===== src/bpr_pkg.sv =====
// Package for the button poll machine: state codes, event codes, register indexes, config type.
package bpr_pkg;

  localparam int unsigned CFG_WIDTH   = 16;
  localparam int unsigned CFG_IDX_W   = 3;
  localparam int unsigned STATE_W     = 3;
  localparam int unsigned EVENT_W     = 3;
  localparam int unsigned DT_W        = 8;

  // button states
  localparam logic [STATE_W-1:0] ST_IDLE     = 3'd0;
  localparam logic [STATE_W-1:0] ST_DEBOUNCE = 3'd1;
  localparam logic [STATE_W-1:0] ST_PRESSED  = 3'd2;
  localparam logic [STATE_W-1:0] ST_REPEAT   = 3'd3;
  localparam logic [STATE_W-1:0] ST_RELEASE  = 3'd4;

  // event codes
  localparam logic [EVENT_W-1:0] EV_NONE    = 3'd0;
  localparam logic [EVENT_W-1:0] EV_PRESS   = 3'd1;
  localparam logic [EVENT_W-1:0] EV_LONG    = 3'd2;
  localparam logic [EVENT_W-1:0] EV_REPEAT  = 3'd3;
  localparam logic [EVENT_W-1:0] EV_RELEASE = 3'd4;

  // register indexes
  localparam logic [CFG_IDX_W-1:0] REG_IDLE     = 3'd0;
  localparam logic [CFG_IDX_W-1:0] REG_DEBOUNCE = 3'd1;
  localparam logic [CFG_IDX_W-1:0] REG_LONG     = 3'd2;
  localparam logic [CFG_IDX_W-1:0] REG_REPEAT   = 3'd3;
  localparam logic [CFG_IDX_W-1:0] REG_RELEASE  = 3'd4;

  // register reset values
  localparam logic [CFG_WIDTH-1:0] IDLE_RST     = 16'd10;
  localparam logic [CFG_WIDTH-1:0] DEBOUNCE_RST = 16'd20;
  localparam logic [CFG_WIDTH-1:0] LONG_RST     = 16'd1000;
  localparam logic [CFG_WIDTH-1:0] REPEAT_RST   = 16'd200;
  localparam logic [CFG_WIDTH-1:0] RELEASE_RST  = 16'd20;

  typedef struct packed {
    logic [CFG_WIDTH-1:0] idle_time;
    logic [CFG_WIDTH-1:0] debounce_time;
    logic [CFG_WIDTH-1:0] long_press_time;
    logic [CFG_WIDTH-1:0] repeat_time;
    logic [CFG_WIDTH-1:0] release_time;
  } bpr_cfg_t;

endpackage


===== src/bpr_if.sv =====
// Handshake channels for button polls and poll results.
interface bpr_in_if;
  logic       valid;
  logic       ready;
  logic       pin_level;
  logic [7:0] ticks_passed;

  modport source (output valid, output pin_level, output ticks_passed, input ready);
  modport sink   (input valid, input pin_level, input ticks_passed, output ready);
endinterface

interface bpr_out_if;
  logic       valid;
  logic       ready;
  logic [2:0] event_code;
  logic [2:0] button_state;

  modport source (output valid, output event_code, output button_state, input ready);
  modport sink   (input valid, input event_code, input button_state, output ready);
endinterface


===== src/button_press_repeat_fsm.sv =====
// Top level of the button poll machine: debounce, press, long press, repeat, release.
//
//  channel   dir  signals                       transaction
//  in_ch     in   pin_level, ticks_passed       one button poll
//  out_ch    out  event_code, button_state      one result per poll
//  cfg_*     in   cfg_wr_en, cfg_index, cfg_data one register write
//
// Each poll is handled combinationally; its result lands in an output
// register in the cycle after acceptance. Polls can be accepted every
// cycle while in_ch.ready is high; it drops only while a result is held
// and out_ch.ready is low. Reset (rst, synchronous) returns the machine
// to idle, clears the tick counter and timeout, reloads register defaults.
module button_press_repeat_fsm
  import bpr_pkg::*;
#(
  parameter int unsigned TICK_WIDTH = 16
)
(
  input  logic                 clk,
  input  logic                 rst,
  input  logic                 cfg_wr_en,
  input  logic [CFG_IDX_W-1:0] cfg_index,
  input  logic [CFG_WIDTH-1:0] cfg_data,
  bpr_in_if.sink               in_ch,
  bpr_out_if.source            out_ch
);

  bpr_cfg_t cfg;

  bpr_cfg u_cfg (
    .clk      (clk),
    .rst      (rst),
    .wr_en    (cfg_wr_en),
    .wr_index (cfg_index),
    .wr_data  (cfg_data),
    .cfg      (cfg)
  );

  bpr_core #(
    .TICK_WIDTH (TICK_WIDTH)
  ) u_core (
    .clk    (clk),
    .rst    (rst),
    .cfg    (cfg),
    .in_ch  (in_ch),
    .out_ch (out_ch)
  );

endmodule


===== src/bpr_cfg.sv =====
// Configuration register file for the five timing registers.
module bpr_cfg
  import bpr_pkg::*;
(
  input  logic                 clk,
  input  logic                 rst,
  input  logic                 wr_en,
  input  logic [CFG_IDX_W-1:0] wr_index,
  input  logic [CFG_WIDTH-1:0] wr_data,
  output bpr_cfg_t             cfg
);

  always_ff @(posedge clk) begin
    if (rst) begin
      cfg.idle_time       <= IDLE_RST;
      cfg.debounce_time   <= DEBOUNCE_RST;
      cfg.long_press_time <= LONG_RST;
      cfg.repeat_time     <= REPEAT_RST;
      cfg.release_time    <= RELEASE_RST;
    end else if (wr_en) begin
      unique case (wr_index)
        REG_IDLE:     cfg.idle_time       <= wr_data;
        REG_DEBOUNCE: cfg.debounce_time   <= wr_data;
        REG_LONG:     cfg.long_press_time <= wr_data;
        REG_REPEAT:   cfg.repeat_time     <= wr_data;
        REG_RELEASE:  cfg.release_time    <= wr_data;
        default: ;  // indexes past the list are dropped
      endcase
    end
  end

endmodule


===== src/bpr_core.sv =====
// Poll state machine, elapsed-tick counter and result register.
module bpr_core
  import bpr_pkg::*;
#(
  parameter int unsigned TICK_WIDTH = 16
)
(
  input  logic     clk,
  input  logic     rst,
  input  bpr_cfg_t cfg,
  bpr_in_if.sink   in_ch,
  bpr_out_if.source out_ch
);

  localparam int unsigned CW = (TICK_WIDTH > CFG_WIDTH) ? TICK_WIDTH : CFG_WIDTH;

  logic [STATE_W-1:0]    fsm_state, fsm_state_next;
  logic [TICK_WIDTH-1:0] elapsed_ticks, elapsed_ticks_next;
  logic [CFG_WIDTH-1:0]  active_timeout, active_timeout_next;
  logic [EVENT_W-1:0]    ev;

  logic                  out_valid;
  logic [EVENT_W-1:0]    event_code;
  logic [STATE_W-1:0]    button_state;

  logic                  accept;
  logic                  low;
  logic [TICK_WIDTH:0]   sum;
  logic [TICK_WIDTH-1:0] elapsed_sat;
  logic [CW-1:0]         elapsed_cmp;
  logic                  expired;
  logic                  idle_due;

  // a new poll enters whenever the result slot is free or draining
  assign in_ch.ready = !out_valid || out_ch.ready;
  assign accept      = in_ch.valid && in_ch.ready;
  assign low         = !in_ch.pin_level;

  assign sum         = {1'b0, elapsed_ticks} + (TICK_WIDTH+1)'(in_ch.ticks_passed);
  assign elapsed_sat = sum[TICK_WIDTH] ? {TICK_WIDTH{1'b1}} : sum[TICK_WIDTH-1:0];
  assign elapsed_cmp = CW'(elapsed_sat);
  assign expired     = elapsed_cmp > CW'(active_timeout);
  assign idle_due    = elapsed_cmp > CW'(cfg.idle_time);

  always_comb begin
    fsm_state_next      = fsm_state;
    elapsed_ticks_next  = elapsed_sat;
    active_timeout_next = active_timeout;
    ev                  = EV_NONE;
    unique case (fsm_state)
      ST_IDLE: begin
        if (idle_due) begin
          if (low) begin
            fsm_state_next      = ST_DEBOUNCE;
            active_timeout_next = cfg.debounce_time;
          end else begin
            active_timeout_next = cfg.idle_time;
          end
          elapsed_ticks_next = '0;
        end
      end
      ST_DEBOUNCE: begin
        if (!low) begin
          fsm_state_next      = ST_IDLE;
          active_timeout_next = cfg.idle_time;
        end else if (expired) begin
          ev                  = EV_PRESS;
          fsm_state_next      = ST_PRESSED;
          active_timeout_next = cfg.long_press_time;
          elapsed_ticks_next  = '0;
        end
      end
      ST_PRESSED: begin
        if (!low) begin
          fsm_state_next      = ST_RELEASE;
          active_timeout_next = cfg.release_time;
        end else if (expired) begin
          ev                  = EV_LONG;
          fsm_state_next      = ST_REPEAT;
          active_timeout_next = cfg.repeat_time;
          elapsed_ticks_next  = '0;
        end
      end
      ST_REPEAT: begin
        if (!low) begin
          fsm_state_next      = ST_RELEASE;
          active_timeout_next = cfg.release_time;
        end else if (expired) begin
          ev                 = EV_REPEAT;
          elapsed_ticks_next = '0;
        end
      end
      ST_RELEASE: begin
        if (low) begin
          fsm_state_next      = ST_IDLE;
          active_timeout_next = cfg.idle_time;
        end else if (expired) begin
          ev                  = EV_RELEASE;
          fsm_state_next      = ST_IDLE;
          active_timeout_next = cfg.idle_time;
          elapsed_ticks_next  = '0;
        end
      end
      default: ;  // unused codes: counter still accumulates, no event
    endcase
  end

  always_ff @(posedge clk) begin
    if (rst) begin
      fsm_state      <= ST_IDLE;
      elapsed_ticks  <= '0;
      active_timeout <= '0;
    end else if (accept) begin
      fsm_state      <= fsm_state_next;
      elapsed_ticks  <= elapsed_ticks_next;
      active_timeout <= active_timeout_next;
    end
  end

  always_ff @(posedge clk) begin
    if (rst) begin
      out_valid <= 1'b0;
    end else if (accept) begin
      out_valid <= 1'b1;
    end else if (out_ch.ready) begin
      out_valid <= 1'b0;
    end
  end

  always_ff @(posedge clk) begin
    if (accept) begin
      event_code   <= ev;
      button_state <= fsm_state_next;
    end
  end

  assign out_ch.valid        = out_valid;
  assign out_ch.event_code   = event_code;
  assign out_ch.button_state = button_state;

endmodule

===== src/flat_wrapper.sv =====
// flat-port wrapper written by rule: the top's interface ports become plain ports
module button_press_repeat_fsm_flat import bpr_pkg::*;
#(
  parameter int unsigned TICK_WIDTH = 16
)
  (clk, rst, cfg_wr_en, cfg_index, cfg_data, in_ch_valid, in_ch_pin_level, in_ch_ticks_passed, in_ch_ready, out_ch_valid, out_ch_event_code, out_ch_button_state, out_ch_ready);
  bpr_in_if in_ch_i ();
  bpr_out_if out_ch_i ();
  input  logic clk;
  input  logic rst;
  input  logic cfg_wr_en;
  input  logic [CFG_IDX_W-1:0] cfg_index;
  input  logic [CFG_WIDTH-1:0] cfg_data;
  input wire logic [$bits(in_ch_i.valid)-1:0] in_ch_valid;
  input wire logic [$bits(in_ch_i.pin_level)-1:0] in_ch_pin_level;
  input wire logic [$bits(in_ch_i.ticks_passed)-1:0] in_ch_ticks_passed;
  output wire logic [$bits(in_ch_i.ready)-1:0] in_ch_ready;
  output wire logic [$bits(out_ch_i.valid)-1:0] out_ch_valid;
  output wire logic [$bits(out_ch_i.event_code)-1:0] out_ch_event_code;
  output wire logic [$bits(out_ch_i.button_state)-1:0] out_ch_button_state;
  input wire logic [$bits(out_ch_i.ready)-1:0] out_ch_ready;
  assign in_ch_i.valid = in_ch_valid;
  assign in_ch_i.pin_level = in_ch_pin_level;
  assign in_ch_i.ticks_passed = in_ch_ticks_passed;
  assign in_ch_ready = in_ch_i.ready;
  assign out_ch_valid = out_ch_i.valid;
  assign out_ch_event_code = out_ch_i.event_code;
  assign out_ch_button_state = out_ch_i.button_state;
  assign out_ch_i.ready = out_ch_ready;
  button_press_repeat_fsm #(.TICK_WIDTH(TICK_WIDTH)) u_core (.clk(clk), .rst(rst), .cfg_wr_en(cfg_wr_en), .cfg_index(cfg_index), .cfg_data(cfg_data), .in_ch(in_ch_i), .out_ch(out_ch_i));
endmodule

===== config.mk =====
export PLATFORM = sky130hd
export DESIGN_NAME = button_press_repeat_fsm_flat
export DESIGN_NICKNAME = d
export VERILOG_FILES = /design/src/bpr_pkg.sv /design/src/bpr_if.sv /design/src/button_press_repeat_fsm.sv /design/src/bpr_cfg.sv /design/src/bpr_core.sv /design/src/flat_wrapper.sv
export SDC_FILE = /design/constraint.sdc
export NUM_CORES = 1
export LEC_CHECK = 0
export ABC_AREA = 1
export BUFFER_PORTS_ARGS = -buffer_cell sky130_fd_sc_hd__buf_2
export CORE_MARGIN = 4
export CORE_UTILIZATION = 50
export DETAILED_ROUTE_END_ITERATION = 10
export GPL_ROUTABILITY_DRIVEN = 1
export GPL_TIMING_DRIVEN = 0
export PLACE_DENSITY = 0.66
export RECOVER_POWER = 25
export SYNTH_ARGS = -nofsm -noshare
export SYNTH_HDL_FRONTEND = slang
export SYNTH_SLANG_ARGS = --single-unit
export TNS_END_PERCENT = 30

===== constraint.sdc =====
create_clock -name clk -period 6.59 [get_ports clk]
set_clock_uncertainty 0.2 [all_clocks]
set_input_delay 0.659 -clock clk [delete_from_list [all_inputs] [get_ports clk]]
set_output_delay 0.659 -clock clk [all_outputs]
set_load 0.1 [all_outputs]

* After elaboration in Yosys (flattened, before gate mapping)
Index checks and enable logic that the tools add are counted.
** Storage, ports and cells
- Output and inout port bits :: 8
- Logic and storage cells :: 78
- Input bits :: 33
- Bits in registers :: 122
** Operators by class
- Muxes and demuxes :: 37
- $add $sub $neg :: 1
- Equal/unequal tests :: 13
- Reductions and logical operators :: 14
- Magnitude comparators :: 2
** Operators with widths (count)
- two-way mux 16 bit :: 14
- one-hot mux 16 bit (5 select lines) :: 1
- one-hot mux 16 bit (3 select lines) :: 1
- two-way mux 3 bit :: 11
- > comparator 16 bit :: 2
- adder 16 x 8 -> 17 bit :: 1
- one-hot mux 3 bit (5 select lines) :: 1
- == test 3 x 2 -> 1 bit, second input constant :: 4
- one-hot mux 3 bit (4 select lines) :: 1
- AND reduction 2 bit :: 5
- != test 3 bit, second input constant :: 3
- two-way mux 2 bit :: 4
- AND reduction 7 bit :: 1
- == test 3 x 1 -> 1 bit, second input constant :: 2
- == test 3 bit, second input constant :: 2
- logical NOT 3 bit :: 2
- nonzero test 5 bit :: 1
- two-way mux 1 bit :: 4
- != test 2 bit, second input constant :: 2
- OR reduction 3 bit :: 1
- nonzero test 2 bit :: 1
- logical AND 1 bit :: 1
- logical NOT 1 bit :: 1
- logical OR 1 bit :: 1

* Logic depth before layout (Yosys ltp)
- Depth after elaboration :: 6
- Depth in mapped cells :: 27
- Depth with buffers taken out :: 26

* Cells and area by module
Synthesis repeated with hierarchy kept, for this count alone.
** Unflattened totals
- Cells, all modules :: 1190
- Area, all modules :: 7681.1 µm²
** Modules (own cells, without submodules)
- bpr_core :: cells each 737, area each 4430.5 µm², seq. area each 900.9 µm², times used 1
- bpr_cfg :: cells each 453, area each 3250.6 µm², seq. area each 1601.5 µm², times used 1

* Worst setup path after synthesis
Ideal clock, no wire load.
- Path kind :: input to register
- From :: input in_ch_ticks_passed[0]
- To :: register u_core.u_core.active_timeout[11]
- Setup slack :: 2.826 ns
- Data arrival time :: 3.452 ns
- Setup time :: 0.113 ns
- Buffers on the path :: 1
- Stages :: 24
- Cell sequence :: ha_1 > fa_1 > nand3_1 > nand2_1 > nand3_1 > nand2_1 > nand2_2 > inv_1 > or2_2 > ha_1 > nand2_1 > nor2_1 > nand2_1 > nand2_1 > nand2_1 > nand2_2 > nand2_2 > nand2_1 > nand2_1 > nor2_4 > buf_6 > nand2_1 > nand2_1 > nor2_1
** Between the ends
- Longest elaborated chain between the ends :: 5
** Ends and longest elaborated chain
- start: declaration :: RTL line flat_wrapper.sv:16 : input wire logic [$bits(in_ch_i.ticks_passed)-1:0] in_ch_ticks_passed;
- adder 16 x 8 -> 17 bit (*) :: RTL line bpr_core.sv:39 : assign sum = {1'b0, elapsed_ticks} + (TICK_WIDTH+1)'(in_ch.ticks_passed);
- two-way mux 16 bit (*) :: RTL line bpr_core.sv:40 : assign elapsed_sat = sum[TICK_WIDTH] ? {TICK_WIDTH{1'b1}} : sum[TICK_WIDTH-1:0];
- > comparator 16 bit (on tied branches) :: RTL line bpr_core.sv:42, bpr_core.sv:43
- != test 3 bit (no line) or != test 2 bit (tied branches)
- AND reduction 7 bit (no line) (*)
- end signal: assignment :: RTL line bpr_core.sv:116 : active_timeout <= active_timeout_next;
- end: declaration :: RTL line bpr_core.sv:19 : logic [CFG_WIDTH-1:0] active_timeout, active_timeout_next;
Mark *: on every way between the ends. The rest lies on a longest branch, timed or not.
A chain may end at the register's enable or synchronous reset.

* Worst setup path in the final report
- From :: input in_ch_ticks_passed[0]
- To :: register u_core.u_core.elapsed_ticks[2]
** Between the ends
- Longest elaborated chain between the ends :: 6
** Ends and longest elaborated chain
- adder 16 x 8 -> 17 bit (*) :: RTL line bpr_core.sv:39
- two-way mux 16 bit (*) :: RTL line bpr_core.sv:40
- > comparator 16 bit :: RTL line bpr_core.sv:42 : assign expired = elapsed_cmp > CW'(active_timeout);
- two-way mux 16 bit
- two-way mux 16 bit (on tied branches) :: RTL line bpr_core.sv:94, bpr_core.sv:85
- one-hot mux 16 bit (3 select lines) (*) :: RTL line bpr_core.sv:50 : unique case (fsm_state)
- end signal: assignment :: RTL line bpr_core.sv:115 : elapsed_ticks <= elapsed_ticks_next;
- end: declaration :: RTL line bpr_core.sv:18 : logic [TICK_WIDTH-1:0] elapsed_ticks, elapsed_ticks_next;
Marks and branches as above.

==> metrics.md <==
| Metric | Value |
|---|---|
| Status | finished, final reports clean |
| Post-synth EDFFs | 6 |
| CTS Sinks | 122 |
| Number of global-route vias before repair | ~6400 |
| Unrepaired setup endpoints after global routing | false |
| Syn Inst Count | 1055 |
| Worst Setup End Kind | flop |
| Largest net degree at the start of global routing | 17 |
| Via density per instance | 5.337 |
| Post-placement cell count | approximately 1300 |
| Starting Density | 51.87% |
| Min Hold Slack | 0.2522 ns |
| Vias | roughly 6900 |
| Max rail drop VDD | 0.0001688 V |
| Avg Inst Size Synth | roughly 6.6 sq um |
| Final net count | 1187 |
| Worst Setup Start Kind | primary input |
| Core area | approximately 14000 sq um |
| Synth warn | 0 |
| Hold wc startpoint | u_core.u_cfg.cfg[24] |
| # hold bufs at CTS | 0 |
| Top-count cell post-synth | nand2_1 |
| Initial antenna violation count | 0 |
| Placement Rows | 42 |
| Sequential cell area | between 2000 and 3000 sq um |
| DP HPWL | 15580 microns |
| Avg WL per Cell | 15.67 microns |
| Dominant cells by area after synthesis | dfxtp_1 (33%), nand2_1 (14%), nor2_1 (7.9%) |
| Period minus WS final | 4.031 ns |
| Fin. Hold Viols | 0 |
| Pwr dens | 303.6 nW/um^2 |
| Placed inst area | 7421 sq um |
| Reg2reg path depth | 20 |
| Final worst path period share | 61.18% |
| # IOs | 41 |
| Cell taking the most area after synthesis | dfxtp_1 |
| Synth top area share | 33.15% |
| H-tree depth | 4 |
| Worst-Skew Late Latency | ~0.42 ns |
| Post-cts sizing count | 0 |
| Post-Synthesis Cell Area | 7005 sq um |
| Final WL | 20380 microns |
| Share of post-route cells with drive strength above 1 | 8.444% |
| Final core occ | roughly three fifths |
| Worst-Margin Slew | 1.172 ns |
| Die ar. | 15970 sq um |
| N_diodes | 0 |
| Async SR Flop Fraction | 0% |
| Worst-path clk slew | 0.05 ns |
| TritonRoute pass-1 iters | 5 |
| Required time of the critical path | 6.74 ns |
| Finish-stage setup viols | 0 |
| CTS Buf Count | 17 |
| Fill count | 1332 |
| Port Buffers | 39 |
| Iter 0 DRT Violations | 657 |
| Setup bufs post-CTS | 0 |
| Worst Hold Class | reg -> reg |
| Multi-input gate area in the final layout | between 3000 and 4000 sq um |
| Post-DRT Antenna Nets | 0 |
| Tot Pwr | 2.438 mW |
| Total Neg Setup Slack | 0 ns |
| Hold Path Depth | 2 |
| Design area | 8030 sq um |
| Crit path DAT | between 4 and 5 ns |
| Max_cap viols | 0 |
| Worst slew margin | between 20 and 25% |
| Fin. max-slew vios | 0 |
| Total gr overflow | 0 |
| Placer Congestion | between 0.8 and 0.9 |
| Global-route wire length before repair | roughly 34000 microns |
| Ys flop type | dfxtp_1 |
| Cell Count, Final, Fillers Out | approximately 1300 |
| GRT Util Overall | a little over a quarter |
| DR DRC count | 0 |
| Worst setup path startpoint | in_ch_ticks_passed[0] |
| CTS tree | built |
| Crit-path max FO | 10 |
| Place WS | about 2.1 ns |
| Post-Syn Nets | roughly 1100 |
| Post-synth cell types | 38 |
| Maximum clock rate | 248.0 MHz |
| CTS max path bufs | 2 |
| P&R area growth vs syn | 14.63% |
| Die X | 126.4 microns |
| Commonest cells in the netlist | nand2_1 (270), nor2_1 (148), dfxtp_1 (116), o21ai_0 (102), inv_1 (99) |
| Reg2reg start | u_core.u_core.elapsed_ticks[0] |
| Clock root buffer master | clkbuf_16 |
| Yosys reg bits | 122 |
| Seq/Total Area, Yosys | 35.72% |
| Fin worst setup slack | 2.559 ns |
| Leakage power | 3.671 nW |
| Die Y-Extent | approximately 130 microns |
| Worst Setup Path Type | in -> reg |
==> critical path, stage by stage <==
cell and delay (ns):
buf_2 0.10, ha_1 0.22, fa_1 0.43, nand3_1 0.10, nand2_1 0.14, nand3_1 0.10, nand2_1 0.11, nand2_2 0.19
nand2_1 0.08, nor2_1 0.17, inv_1 0.10, ha_1 0.30, nand2_1 0.09, nor3_2 0.28, nand3_1 0.25, nand3_1 0.18
nand2_1 0.09, nand3_2 0.17, buf_4 0.21, nand2_1 0.07, a21oi_1 0.11
==> area by class of cell <==
class / instances / area share (%)
flip-flops and latches: 122 / 31.16
inverters: 106 / 4.955
well taps: 176 / 2.742
clock inverters: 6 / 1.340
multi-input cells: 779 / 48.22
clock buffers: 25 / 6.435
plain buffers: 48 / 2.773
repair buffers: 39 / 2.368
==> where the power goes <==
| group | leakage, nW | switching, mW | internal, mW | total (mW) |
|---|---|---|---|---|
| registers | 1.01 | 0.0296 | 0.802 | 0.832 |
| logic | 2.36 | 0.416 | 0.209 | 0.625 |
| clock network | 0.304 | 0.327 | 0.654 | 0.981 |
| total | 3.67 | 0.773 | 1.67 | 2.44 |
==> per-layer routing <==
metal  wire length (microns)  GRT usage [%]  share of wire, %  vias up
li1                        -              -                 -     3541
met1                    9066          36.03                44     3083
met2                    9173          40.69                45      264
met3                    1480          4.582               7.3       55
met4                     663          10.16               3.3        0
met5                       0              0                 0        -
==> placed cells by master (no fill, tap or decap), drive strengths merged, types with 2 or more instances in the layout <==
| cell | count |
|---|---|
| nand2 | 275 |
| nor2 | 152 |
| dfxtp | 116 |
| inv | 103 |
| o21ai | 102 |
| a21oi | 90 |
| clkbuf | 61 |
| nand3 | 52 |
| buf | 51 |
| ha | 40 |
| nor3 | 23 |
| a22o | 16 |
| edfxtp | 6 |
| nand4 | 5 |
| clkinv | 5 |
| xnor2 | 4 |
| o211ai | 4 |
| or2 | 4 |
| a21o | 3 |
| o22ai | 3 |
| bufinv | 3 |
| xor2 | 2 |
==> kinds of logic (layout without fill, tap and decap cells) <==
kind of cell    after synthesis  count (layout)  share of synthesized area, %
compound gates              220             220                         16.93
xor+xnor                      6               6                        0.7501
fa+ha+maj                    41              41                         7.430
buf+inv                     154             224                         8.859
flops                       122             122                         35.72
simple gates                512             512                         30.31
==> final timing paths <==
| check | to | slack [ns] |
|---|---|---|
| worst max-delay path | u_core.u_core.elapsed_ticks[2] | 2.56 |
| worst min-delay path | u_core.u_cfg.cfg[24] | 0.25 |
| worst max register to register | u_core.u_core.elapsed_ticks[2] | 2.61 |
| worst min register to register | u_core.u_cfg.cfg[24] | 0.25 |
==> state kept, by name, summed over array words and instances, names as in the netlist <==
name,count
u_core.u_core.fsm_state,3
u_core.u_core.out_ch.valid,1
u_core.u_core.elapsed_ticks,16
u_core.u_cfg.cfg,80
u_core.u_core.out_ch.button_state,3
u_core.u_core.active_timeout,16
u_core.u_core.out_ch.event_code,3
No activity file was read; power rests on OpenSTA's default activity.
